==> config.mk <==
export PLATFORM = sky130hd
export DESIGN_NAME = hex_color_to_argb_parser_core
export DESIGN_NICKNAME = d
export VERILOG_FILES = /design/src/rtl/hcap_pkg.sv /design/src/rtl/hcap_digit_store.sv /design/src/rtl/hcap_decode.sv /design/src/rtl/hex_color_to_argb_parser_core.sv
export SDC_FILE = /design/constraint.sdc
export NUM_CORES = 1
export LEC_CHECK = 0
export BUFFER_PORTS_ARGS = -buffer_cell sky130_fd_sc_hd__buf_4
export CORE_MARGIN = 3
export CORE_UTILIZATION = 55
export CTS_CLUSTER_DIAMETER = 60
export DETAILED_ROUTE_END_ITERATION = 16
export PLACE_DENSITY_LB_ADDON = 0.15
export SLEW_MARGIN = 10
export SYNTH_ARGS = -nofsm -noshare
export SYNTH_HDL_FRONTEND = slang
export SYNTH_SLANG_ARGS = --single-unit
export TNS_END_PERCENT = 5
==> constraint.sdc <==
create_clock -name aclk -period 5.4 [get_ports aclk]
set_clock_uncertainty 0.05 [all_clocks]
set_input_delay 1.35 -clock aclk [delete_from_list [all_inputs] [get_ports aclk]]
set_output_delay 1.35 -clock aclk [all_outputs]
set_load 0.03 [all_outputs]
==> src/rtl/hcap_pkg.sv <==
// Shared types, constants and helper functions for the hex color parser.
package hcap_pkg;

    localparam int unsigned STORE_DEPTH = 16;
    localparam int unsigned NIB_W       = 4;
    localparam int unsigned COUNT_W     = 5;
    localparam int unsigned ARGB_W      = 32;

    localparam logic [7:0]         HASH_CHAR    = 8'h23;
    localparam logic [7:0]         ALPHA_OPAQUE = 8'hff;
    localparam logic [COUNT_W-1:0] COUNT_SAT    = 5'd17;
    localparam logic [COUNT_W-1:0] COUNT_FULL   = 5'd16;

    // Digit counts that name a valid token format.
    localparam logic [COUNT_W-1:0] LEN_RGB3   = 5'd3;
    localparam logic [COUNT_W-1:0] LEN_ARGB4  = 5'd4;
    localparam logic [COUNT_W-1:0] LEN_RGB6   = 5'd6;
    localparam logic [COUNT_W-1:0] LEN_ARGB8  = 5'd8;
    localparam logic [COUNT_W-1:0] LEN_RGB9   = 5'd9;
    localparam logic [COUNT_W-1:0] LEN_RGB12  = 5'd12;
    localparam logic [COUNT_W-1:0] LEN_ARGB16 = 5'd16;

    typedef logic [STORE_DEPTH*NIB_W-1:0] nib_vec_t;

    // Token status handed from the digit store to the top level.
    typedef struct packed {
        logic                 term;
        logic [COUNT_W-1:0]   count;
    } hcap_tok_t;

    typedef struct packed {
        logic             is_hex;
        logic [NIB_W-1:0] value;
    } hcap_digit_t;

    function automatic hcap_digit_t classify(input logic [7:0] ch);
        hcap_digit_t r;
        logic [7:0]  diff;
        r    = '{is_hex: 1'b0, value: '0};
        diff = 8'h00;
        if (ch >= 8'h30 && ch <= 8'h39) begin
            diff = ch - 8'h30;
            r    = '{is_hex: 1'b1, value: diff[NIB_W-1:0]};
        end else if (ch >= 8'h61 && ch <= 8'h66) begin
            diff = ch - 8'h57;
            r    = '{is_hex: 1'b1, value: diff[NIB_W-1:0]};
        end else if (ch >= 8'h41 && ch <= 8'h46) begin
            diff = ch - 8'h37;
            r    = '{is_hex: 1'b1, value: diff[NIB_W-1:0]};
        end
        return r;
    endfunction

endpackage

==> src/rtl/hcap_digit_store.sv <==
// Nibble store, digit counter and token-start flag of the hex color parser.
module hcap_digit_store (
    input  logic                   aclk,
    input  logic                   aresetn,
    input  logic                   step,
    input  logic [7:0]             char_in,
    output hcap_pkg::hcap_tok_t    tok,
    output hcap_pkg::nib_vec_t     nibbles
);
    import hcap_pkg::*;

    logic [NIB_W-1:0]   store_reg [STORE_DEPTH];
    logic [COUNT_W-1:0] count_reg, count_next;
    logic               started_reg, started_next;
    hcap_digit_t        dig;
    logic               is_hash;
    logic               wr_en;

    always_comb begin
        dig     = classify(char_in);
        is_hash = !started_reg && (char_in == HASH_CHAR);
        wr_en   = step && !is_hash && dig.is_hex && (count_reg < COUNT_FULL);

        count_next   = count_reg;
        started_next = started_reg;
        if (step) begin
            if (is_hash) begin
                started_next = 1'b1;
            end else if (dig.is_hex) begin
                started_next = 1'b1;
                if (count_reg < COUNT_SAT) begin
                    count_next = count_reg + 5'd1;
                end
            end else begin
                count_next   = '0;
                started_next = 1'b0;
            end
        end
    end

    always_ff @(posedge aclk) begin
        if (!aresetn) begin
            count_reg   <= '0;
            started_reg <= 1'b0;
        end else begin
            count_reg   <= count_next;
            started_reg <= started_next;
        end
    end

    always_ff @(posedge aclk) begin
        if (wr_en) begin
            store_reg[count_reg[NIB_W-1:0]] <= dig.value;
        end
    end

    always_comb begin
        for (int i = 0; i < STORE_DEPTH; i++) begin
            nibbles[i*NIB_W +: NIB_W] = store_reg[i];
        end
        tok.term  = !is_hash && !dig.is_hex;
        tok.count = count_reg;
    end

endmodule

==> src/rtl/hcap_decode.sv <==
// Maps the digit count and stored nibbles to a packed ARGB word.
module hcap_decode (
    input  logic [hcap_pkg::COUNT_W-1:0] count,
    input  hcap_pkg::nib_vec_t           nibbles,
    output logic [hcap_pkg::ARGB_W-1:0]  argb,
    output logic                         format_ok
);
    import hcap_pkg::*;

    logic [NIB_W-1:0] n [STORE_DEPTH];

    always_comb begin
        for (int i = 0; i < STORE_DEPTH; i++) begin
            n[i] = nibbles[i*NIB_W +: NIB_W];
        end
    end

    // Each channel byte is two adjacent nibbles; short forms repeat one nibble.
    always_comb begin
        argb      = '0;
        format_ok = 1'b1;
        case (count)
            LEN_RGB3:   argb = {ALPHA_OPAQUE, n[0], n[0], n[1], n[1], n[2], n[2]};
            LEN_ARGB4:  argb = {n[0], n[0], n[1], n[1], n[2], n[2], n[3], n[3]};
            LEN_RGB6:   argb = {ALPHA_OPAQUE, n[0], n[1], n[2], n[3], n[4], n[5]};
            LEN_RGB9:   argb = {ALPHA_OPAQUE, n[0], n[1], n[3], n[4], n[6], n[7]};
            LEN_RGB12:  argb = {ALPHA_OPAQUE, n[0], n[1], n[4], n[5], n[8], n[9]};
            LEN_ARGB8:  argb = {n[0], n[1], n[2], n[3], n[4], n[5], n[6], n[7]};
            LEN_ARGB16: argb = {n[0], n[1], n[4], n[5], n[8], n[9], n[12], n[13]};
            default: begin
                argb      = '0;
                format_ok = 1'b0;
            end
        endcase
    end

endmodule

==> src/rtl/hex_color_to_argb_parser_core.sv <==
// Top level of the hex color parser: input register, digit store, decoder, result register.
// Throughput: one character word per cycle, back to back, while no result word waits on m_*.
// A terminator's result is decoded from the input register into the result register on m_*.
// Characters that do not end a token ('#' lead-in, hex digits) produce no result word.
// The input register and the result register form two pipeline stages with full backpressure.
// Reset (aresetn low, synchronous) empties both stages and clears count and token state.
module hex_color_to_argb_parser_core (
    input  logic                          aclk,
    input  logic                          aresetn,
    input  logic                          s_valid,
    output logic                          s_ready,
    input  logic [7:0]                    s_char_in,
    output logic                          m_valid,
    input  logic                          m_ready,
    output logic [hcap_pkg::ARGB_W-1:0]   m_argb,
    output logic                          m_format_ok,
    output logic [hcap_pkg::COUNT_W-1:0]  m_digit_count
);
    import hcap_pkg::*;

    logic               in_valid_reg, in_valid_next;
    logic [7:0]         char_reg;
    logic               out_valid_reg, out_valid_next;
    logic [ARGB_W-1:0]  argb_reg;
    logic               ok_reg;
    logic [COUNT_W-1:0] count_out_reg;

    logic               advance;
    logic               step;
    hcap_tok_t          tok;
    nib_vec_t           nibbles;
    logic [ARGB_W-1:0]  dec_argb;
    logic               dec_ok;

    hcap_digit_store u_store (
        .aclk    (aclk),
        .aresetn (aresetn),
        .step    (step),
        .char_in (char_reg),
        .tok     (tok),
        .nibbles (nibbles)
    );

    hcap_decode u_decode (
        .count     (tok.count),
        .nibbles   (nibbles),
        .argb      (dec_argb),
        .format_ok (dec_ok)
    );

    // The held word moves on whenever the result register is free or being drained.
    always_comb begin
        advance = !out_valid_reg || m_ready;
        s_ready = !in_valid_reg || advance;
        step    = in_valid_reg && advance;

        in_valid_next = in_valid_reg;
        if (s_valid && s_ready) begin
            in_valid_next = 1'b1;
        end else if (advance) begin
            in_valid_next = 1'b0;
        end

        out_valid_next = out_valid_reg;
        if (advance) begin
            out_valid_next = step && tok.term;
        end
    end

    always_ff @(posedge aclk) begin
        if (!aresetn) begin
            in_valid_reg  <= 1'b0;
            out_valid_reg <= 1'b0;
        end else begin
            in_valid_reg  <= in_valid_next;
            out_valid_reg <= out_valid_next;
        end
    end

    always_ff @(posedge aclk) begin
        if (s_valid && s_ready) begin
            char_reg <= s_char_in;
        end
        if (step && tok.term) begin
            argb_reg      <= dec_argb;
            ok_reg        <= dec_ok;
            count_out_reg <= tok.count;
        end
    end

    assign m_valid       = out_valid_reg;
    assign m_argb        = argb_reg;
    assign m_format_ok   = ok_reg;
    assign m_digit_count = count_out_reg;

endmodule

==> results of run 1 <==
metrics by stage:
stage	cell area, um^2	hold slack, ps	power, mW	cells	setup WS (ps)
after global placement	4840	458	0.979	455	2120
after detailed placement	4840	463	0.980	455	2060
final	5060	480	1.49	471	2050
after floorplan	4400	353	0.950	317	1660
after CTS	5060	480	1.49	471	2030
after global routing	5060	533	1.53	471	1800
logic make-up after synthesis:
logic type / count (synthesis) / synth area share
DFF: 102 / 0.677
and+or+nand+nor: 91 / 0.111
AOI/OAI and AO/OA: 85 / 0.153
buffers and inverters: 30 / 0.0341
adders and majority gates: 7 / 0.0199
xor gates and xnor gates: 1 / 0.00199
muxes: 1 / 0.00256
path summary, 6_finish.rpt:
| kind | from | endpoint | cells after the start |
|---|---|---|---|
| worst max register to register | char_reg[0] | u_store.store_reg[3][1] | 6 |
| worst max-delay path | char_reg[0] | u_store.store_reg[3][1] | 6 |
| worst min-delay path | u_store.started_reg | u_store.started_reg | 2 |
| worst min register to register | u_store.started_reg | u_store.started_reg | 2 |
metal layers:
metal	vias up	wire length, um	part of all wire
met5	-	0	0
li1	1362	-	-
met2	177	4480	0.49
met3	24	827	0.090
met1	1420	3590	0.39
met4	0	249	0.027
area by class of cell:
cell class	instances	area (um^2)
clock buffer	9	124
clock inverter	7	95.1
fill	592	2710
inverter	12	45.0
multi-input combinational	185	1280
sequential	102	2980
tap	102	128
timing repair buffer	54	405
critical path, stage by stage, from the launching register on:
cell,delay (ps)
edfxtp_1,440
inv_1,60
ha_1,230
nor3b_1,160
nor4b_2,1000
o21ai_2,380
nor4_1,670
power by group:
part / switching, mW / internal, mW
Clock: 0.261 / 0.263
Sequential: 0.00721 / 0.875
Combinational: 0.0514 / 0.0283
cell usage in the layout, fill, tap and decap left out, types with 3 or more instances in the layout:
cell type | synthesis | layout
edfxtp_1 | 94 | 94
nand3_1 | 12 | 12
o221ai_1 | 4 | 4
dfxtp_1 | 8 | 8
a222oi_1 | 13 | 13
o2111ai_1 | 3 | 3
inv_1 | 12 | 12
nand4_1 | 4 | 4
nor2_1 | 13 | 13
nand2_1 | 23 | 23
ha_1 | 7 | 7
nor3_1 | 14 | 14
nand2b_1 | 6 | 6
a22oi_1 | 35 | 35
a21oi_1 | 4 | 4
o21ai_0 | 12 | 12
clkbuf_8 | 0 | 9
buf_4 | 2 | 54
==> impl_metrics.py, run 1 <==
metrics = {
    "outcome": {
        "status": "completed",
    },
    "sta": {
        "final-hold-violation-count": 0,
        "tightest_slew_ps": 1190,
        "max_freq_mhz": 299,
        "slew-limit-headroom": 0.201,
        "period_needed_ps": 3350,
        "setup_viol": 0,
        "finalSetupTns_ps": 0,
        "rsz0062_at_grt": "no",
        "min_period_over_period": 0.620,
        "drv_slew": 0,
    },
    "grt": {
        "met3_usage": 0.0474,
        "grt_pass1_wl_mm": 14.5,
        "met1_usage": 0.278,
        "met2_usage": 0.339,
        "grt_pass1_vias": 2757,
        "busiest_layer": "met2",
        "grt_usage": 0.213,
        "grt_remaining_overflow": 0,
        "grt_max_degree": 39,
        "grt_antenna_before_repair": 0,
    },
    "hold_path": {
        "hp-class": "register to register",
    },
    "synthesis": {
        "synth_common_cells": "94 x edfxtp_1, 35 x a22oi_1, 23 x nand2_1",
        "synth.distinct_cells": 51,
        "yosys-top-cells-area": "edfxtp_1 64%, a22oi_1 6.0%, dfxtp_1 3.6%",
        "synth_edf_count": 94,
        "syn_inst": 317,
        "syn_area_per_cell_um2": 13.9,
        "synth.most_common_cell": "edfxtp_1",
        "netlist.area_leader.share": 0.641,
        "synth_nets": 336,
        "yosys_warnings": 0,
        "syn-cell-area_um2": 4400,
        "async_flop_share": 0,
        "ys_seq_area_frac": 0.677,
        "synth_largest_area_cell": "edfxtp_1",
        "ys_ff_latch": 102,
        "synth-main-ff-cell": "edfxtp_1",
    },
    "final_layout": {
        "nNetsFinal": 383,
        "diodes": 0,
        "largest_reg_flops": 48,
        "area_delta_synth_final_pct": 14.8,
        "fin_util": 0.651,
        "drive_gt1_frac": 0.222,
    },
    "worst_setup_path": {
        "required_ps": 5350,
        "ff2ff_setup_slack_ps": 2050,
        "endpoint_kind": "register",
        "cp-start-kind": "register",
        "cp_data_arrival_time_ps": 3300,
        "critPathKind": "register to register",
        "path_max_fanout": 12,
    },
    "floorplan": {
        "rows": 32,
        "die_width_um": 95.5,
        "start_util": 0.567,
        "dieArea_um2": 9120,
        "core_um2": 7770,
        "die_y_um": 95.5,
        "pin_count": 52,
    },
    "drt": {
        "drt-wirelength-per-cell_um": 19.4,
        "vias_per_cell": 6.33,
        "dr.first_iter.drc_count": 384,
        "vias": 2983,
        "ant_nets": 0,
        "drcViolationCount": 0,
        "drt-total-wl_mm": 9.15,
        "first_pass_iters": 7,
    },
    "power_and_ir_drop": {
        "peakVddDrop_mv": 0.157,
        "pwr_density_cell_nw_per_um2": 294,
        "p_leak_nw": 1.78,
    },
    "place": {
        "io_buffers": 51,
        "gp_congestion": 0.904,
        "dp_hpwl_mm": 6.07,
    },
    "cts": {
        "cts_tree": "built",
        "cts.path.max_buffers": 2,
        "cts_max_level": 3,
        "clock_latency_ps": 370,
        "cts_sinks": 102,
        "ctsHoldBuffers": 0,
        "path_clk_slew_ps": 90,
        "cts_root_buffer": "clkbuf_8",
        "cts_resized": 0,
        "post_cts_buffers": 0,
        "numCtsBuffers": 9,
    },
    "run": {
        "maxCapViolations": 0,
    },
}
Power figures use the tool's default switching activity.
==> run 2, diff against run 1 <==
- CORE_UTILIZATION: 55 -> 52
- clock period: 5.4 -> 2.9 ns (I/O delays scaled with it)
==> impl_metrics.py, run 2 (synthesis results as in run 1) <==
metrics = {
    "final_layout": {
        "layout_common_cells": "94 x edfxtp_1, 72 x buf_4, 35 x a22oi_1",
        "drive_gt1_frac": 0.258,
        "final_common_cell": "edfxtp_1",
        "area_delta_synth_final_pct": 17.6,
        "nNetsFinal": 401,
        "largest_reg_flops": 48,
        "final_cell_area_um2": 5180,
        "fin_util": 0.650,
        "diodes": 0,
        "fillers": 606,
    },
    "drt": {
        "drt-total-wl_mm": 9.63,
        "vias_per_cell": 6.30,
        "first_pass_iters": 5,
        "drt-wirelength-per-cell_um": 19.7,
        "drcViolationCount": 0,
        "ant_nets": 0,
        "vias": 3082,
        "dr.first_iter.drc_count": 303,
    },
    "place": {
        "dp_hpwl_mm": 6.79,
        "io_buffers": 51,
        "place_area_um2": 4970,
        "post-place-ws_ps": 229,
        "gp_congestion": 0.878,
    },
    "floorplan": {
        "dieArea_um2": 9610,
        "rows": 32,
        "pin_count": 52,
        "die_y_um": 98.0,
        "core_um2": 7970,
        "die_width_um": 98.0,
        "start_util": 0.553,
    },
    "worst_setup_path": {
        "endpoint_kind": "register",
        "required_ps": 2880,
        "cp-start-kind": "register",
        "cp_data_arrival_time_ps": 2650,
        "critPathKind": "register to register",
        "path_max_fanout": 12,
    },
    "cts": {
        "post_cts_buffers": 0,
        "cts_resized": 0,
        "cts_max_level": 3,
        "path_clk_slew_ps": 100,
        "clock_latency_ps": 370,
        "ctsHoldBuffers": 0,
        "cts.path.max_buffers": 2,
        "numCtsBuffers": 9,
        "cts_sinks": 102,
        "cts_root_buffer": "clkbuf_8",
        "cts_tree": "built",
    },
    "grt": {
        "grt_usage": 0.210,
        "grt_pass1_vias": 2929,
        "grt_remaining_overflow": 0,
        "grt_pass1_wl_mm": 15.9,
        "grt_max_degree": 32,
        "grt_antenna_before_repair": 0,
    },
    "sta": {
        "min_period_over_period": 0.920,
        "final-hold-violation-count": 0,
        "drv_slew": 0,
        "finalSetupTns_ps": 0,
        "slew-limit-headroom": 0.219,
        "max_freq_mhz": 375,
        "tightest_slew_ps": 1170,
        "period_needed_ps": 2670,
        "rsz0062_at_grt": "no",
        "setup_viol": 0,
        "fin_ws_ps": 233,
    },
    "power_and_ir_drop": {
        "pwr_density_cell_nw_per_um2": 524,
        "peakVddDrop_mv": 0.282,
        "p_leak_nw": 1.88,
    },
    "hold_path": {
        "hp-class": "primary input to register",
    },
    "outcome": {
        "status": "completed",
    },
    "run": {
        "maxCapViolations": 0,
    },
}
==> run 2: cell types whose count changed in the layout (fill, tap and decap cells not counted) <==
cell | before | now
clkinv_4 | 1 | 3
buf_4 | 54 | 72
bufinv_16 | 2 | 1
clkinv_2 | 1 | 0
inv_6 | 2 | 1
inv_8 | 0 | 1
==> run 2: per-layer routing <==
metal	vias to the layer above	track usage	wire (um)
met5	-	0	0
met4	0	0.0650	211
met3	21	0.0500	734
met2	161	0.344	4790
met1	1498	0.280	3900
li1	1402	-	-
==> run 2: area by class of cell <==
cell class | count | area, um^2 | share of cell area
Timing Repair Buffer | 72 | 541 | 0.104
Clock buffer | 9 | 124 | 0.0239
Sequential cell | 102 | 2980 | 0.576
Multi-Input combinational cell | 185 | 1280 | 0.247
Inverter | 12 | 45.0 | 0.00870
Tap cell | 102 | 128 | 0.0246
Clock inverter | 7 | 80.1 | 0.0155
==> run 2: worst paths after layout <==
kind                             from                 endpoint  slack (ps)  cells after the start
setup / recovery          char_reg[0]  u_store.store_reg[0][2]         230                      6
hold / removal           s_char_in[5]              char_reg[5]         470                      1
hold reg to reg   u_store.started_reg      u_store.started_reg         470                      2
setup reg to reg          char_reg[0]  u_store.store_reg[0][2]         230                      6
==> run 2: worst max-delay path, stage by stage, from the launching register on <==
cell,delay (ps)
edfxtp_1,430
inv_1,60
ha_1,240
nor3b_1,160
nor4b_2,460
nor2_2,140
a21oi_1,780
==> run 2: power breakdown <==
group / leakage, nW / switching, mW / internal, mW
clock: 0.103 / 0.506 / 0.410
combinational: 0.821 / 0.0976 / 0.0558
sequential: 0.954 / 0.0128 / 1.63
total: 1.88 / 0.617 / 2.09
==> run 2: through the flow <==
step / total power, mW / cells / hold WS [ps]
CTS: 2.72 / 489 / 468
detailed placement: 1.83 / 473 / 452
global placement: 1.83 / 473 / 450
global route: 2.81 / 489 / 468
floorplan: 1.77 / 317 / 353
finish: 2.71 / 489 / 472
==> run 3, diff against run 2 <==
--- a/config.mk
+++ b/config.mk
@@ -9,3 +9,3 @@
 export CORE_MARGIN = 3
-export CORE_UTILIZATION = 52
+export CORE_UTILIZATION = 55
 export CTS_CLUSTER_DIAMETER = 60
==> constraint.sdc (replaced) <==
create_clock -name aclk -period 3.4 [get_ports aclk]
set_clock_uncertainty 0.05 [all_clocks]
set_input_delay 0.34 -clock aclk [delete_from_list [all_inputs] [get_ports aclk]]
set_output_delay 0.34 -clock aclk [all_outputs]
set_load 0.03 [all_outputs]
==> impl_metrics.py, run 3 (synthesis results as in run 1) <==
metrics = {
    "place": {
        "io_buffers": 51,
        "gp_congestion": 0.857,
        "dp_hpwl_mm": 6.27,
        "place_area_um2": 4880,
    },
    "final_layout": {
        "largest_reg_flops": 48,
        "final_cell_area_um2": 5070,
        "drive_gt1_frac": 0.230,
        "diodes": 0,
        "layout_common_cells": "94 x edfxtp_1, 59 x buf_4, 35 x a22oi_1",
        "nNetsFinal": 388,
        "area_delta_synth_final_pct": 15.2,
        "final_common_cell": "edfxtp_1",
    },
    "worst_setup_path": {
        "crit_chain": "inv_1 -> ha_1 -> nor3b_1 -> nor4b_2 -> buf_4 -> o21ai_2 -> nor3_1",
        "cp_slowest_stage_delay_ps": 620,
        "slowest_stage": "nor3_1",
        "required_ps": 3340,
        "path_max_fanout": 12,
        "cp-start-kind": "register",
        "endpoint_kind": "register",
        "cp_data_arrival_time_ps": 2520,
        "cp_top_family": "simple AND/OR/NAND/NOR gates",
        "crit_buf_inv": 2,
        "critPathKind": "register to register",
    },
    "drt": {
        "drcViolationCount": 0,
        "dr.first_iter.drc_count": 283,
        "ant_nets": 0,
        "drt-total-wl_mm": 9.02,
        "vias_per_cell": 6.18,
        "vias": 2943,
        "drt-wirelength-per-cell_um": 19.0,
        "first_pass_iters": 5,
    },
    "power_and_ir_drop": {
        "p_leak_nw": 1.80,
        "pwr_density_cell_nw_per_um2": 450,
        "p_int_mw": 1.78,
        "p_comb_frac": 0.056,
        "power.switching_fraction": 0.221,
        "switchingPower_mw": 0.504,
        "seqPwrFrac": 0.614,
        "fin_total_pwr_mw": 2.28,
        "peakVddDrop_mv": 0.240,
        "power_frac_clock": 0.331,
    },
    "grt": {
        "met2_usage": 0.349,
        "grt_remaining_overflow": 0,
        "met3_usage": 0.0355,
        "met1_usage": 0.284,
        "grt_max_degree": 42,
        "grt_usage": 0.213,
        "grt_pass1_wl_mm": 14.4,
        "busiest_layer": "met2",
        "grt_antenna_before_repair": 0,
        "grt_pass1_vias": 2748,
    },
    "hold_path": {
        "hp-class": "primary input to register",
    },
    "cts": {
        "cts_tree": "built",
        "numCtsBuffers": 9,
        "cts_max_level": 3,
        "post_cts_buffers": 0,
        "cts_root_buffer": "clkbuf_8",
        "cts_resized": 0,
        "ctsHoldBuffers": 0,
        "clock_latency_ps": 360,
        "cts.path.max_buffers": 2,
        "path_clk_slew_ps": 90,
        "cts_sinks": 102,
    },
    "sta": {
        "setup_viol": 0,
        "min_period_over_period": 0.757,
        "slew-limit-headroom": 0.269,
        "period_needed_ps": 2580,
        "tightest_slew_ps": 1090,
        "rsz0062_at_grt": "no",
        "drv_slew": 0,
        "final-hold-violation-count": 0,
        "hold_slack_ps": 99.0,
        "max_freq_mhz": 388,
        "finalSetupTns_ps": 0,
    },
    "outcome": {
        "status": "completed",
    },
    "floorplan": {
        "start_util": 0.567,
        "die_width_um": 95.5,
        "die_y_um": 95.5,
        "pin_count": 52,
        "dieArea_um2": 9120,
        "core_um2": 7770,
        "rows": 32,
    },
    "run": {
        "maxCapViolations": 0,
    },
}
==> run 3: cell types whose count changed in the layout (fill, tap and decap cells not counted), sizes merged <==
cell	delta
clkinvlp	+2
buf	-13
clkinv	-2
==> run 3: cell type report <==
| class | instances | area [um^2] |
|---|---|---|
| flip-flops and latches | 102 | 2980 |
| fillers | 595 | 2700 |
| multi-input cells | 185 | 1280 |
| repair buffers | 59 | 443 |
| well taps | 102 | 128 |
| clock buffers | 9 | 124 |
| clock inverters | 7 | 72.6 |
| inverters | 12 | 45.0 |
==> run 3: per-stage QoR <==
stage,cells,worst slack [ps],utilization
floorplan,317,123,-
global placement,460,904,0.628
detailed placement,460,809,0.628
CTS,476,797,0.653
global route,476,617,0.653
finish,476,825,0.653
==> run 3: routing by layer <==
metal  vias to the layer above  part of all wire  routed length, um
li1                       1369                 -                  -
met1                      1411              0.40               3600
met2                       146              0.51               4590
met3                        17             0.074                669
met4                         0             0.018                165
met5                         -                 0                  0
==> run 3: final timing paths <==
path	endpoint	startpoint	depth (start not counted)	slack, ps
setup / recovery	u_store.store_reg[13][0]	char_reg[0]	7	820
hold / removal	char_reg[5]	s_char_in[5]	1	100
setup reg to reg	u_store.store_reg[13][0]	char_reg[0]	7	820
hold reg to reg	u_store.started_reg	u_store.started_reg	2	470
==> run 3: power groups by stage <==
stage                     Sequential [mW]  Combinational (mW)  Clock (mW)
after global placement               1.43               0.128           0
final                                1.40               0.127       0.755
after detailed placement             1.43               0.129           0
after CTS                            1.40               0.129       0.768
after global routing                 1.40               0.138       0.829
after floorplan                      1.47              0.0420           0
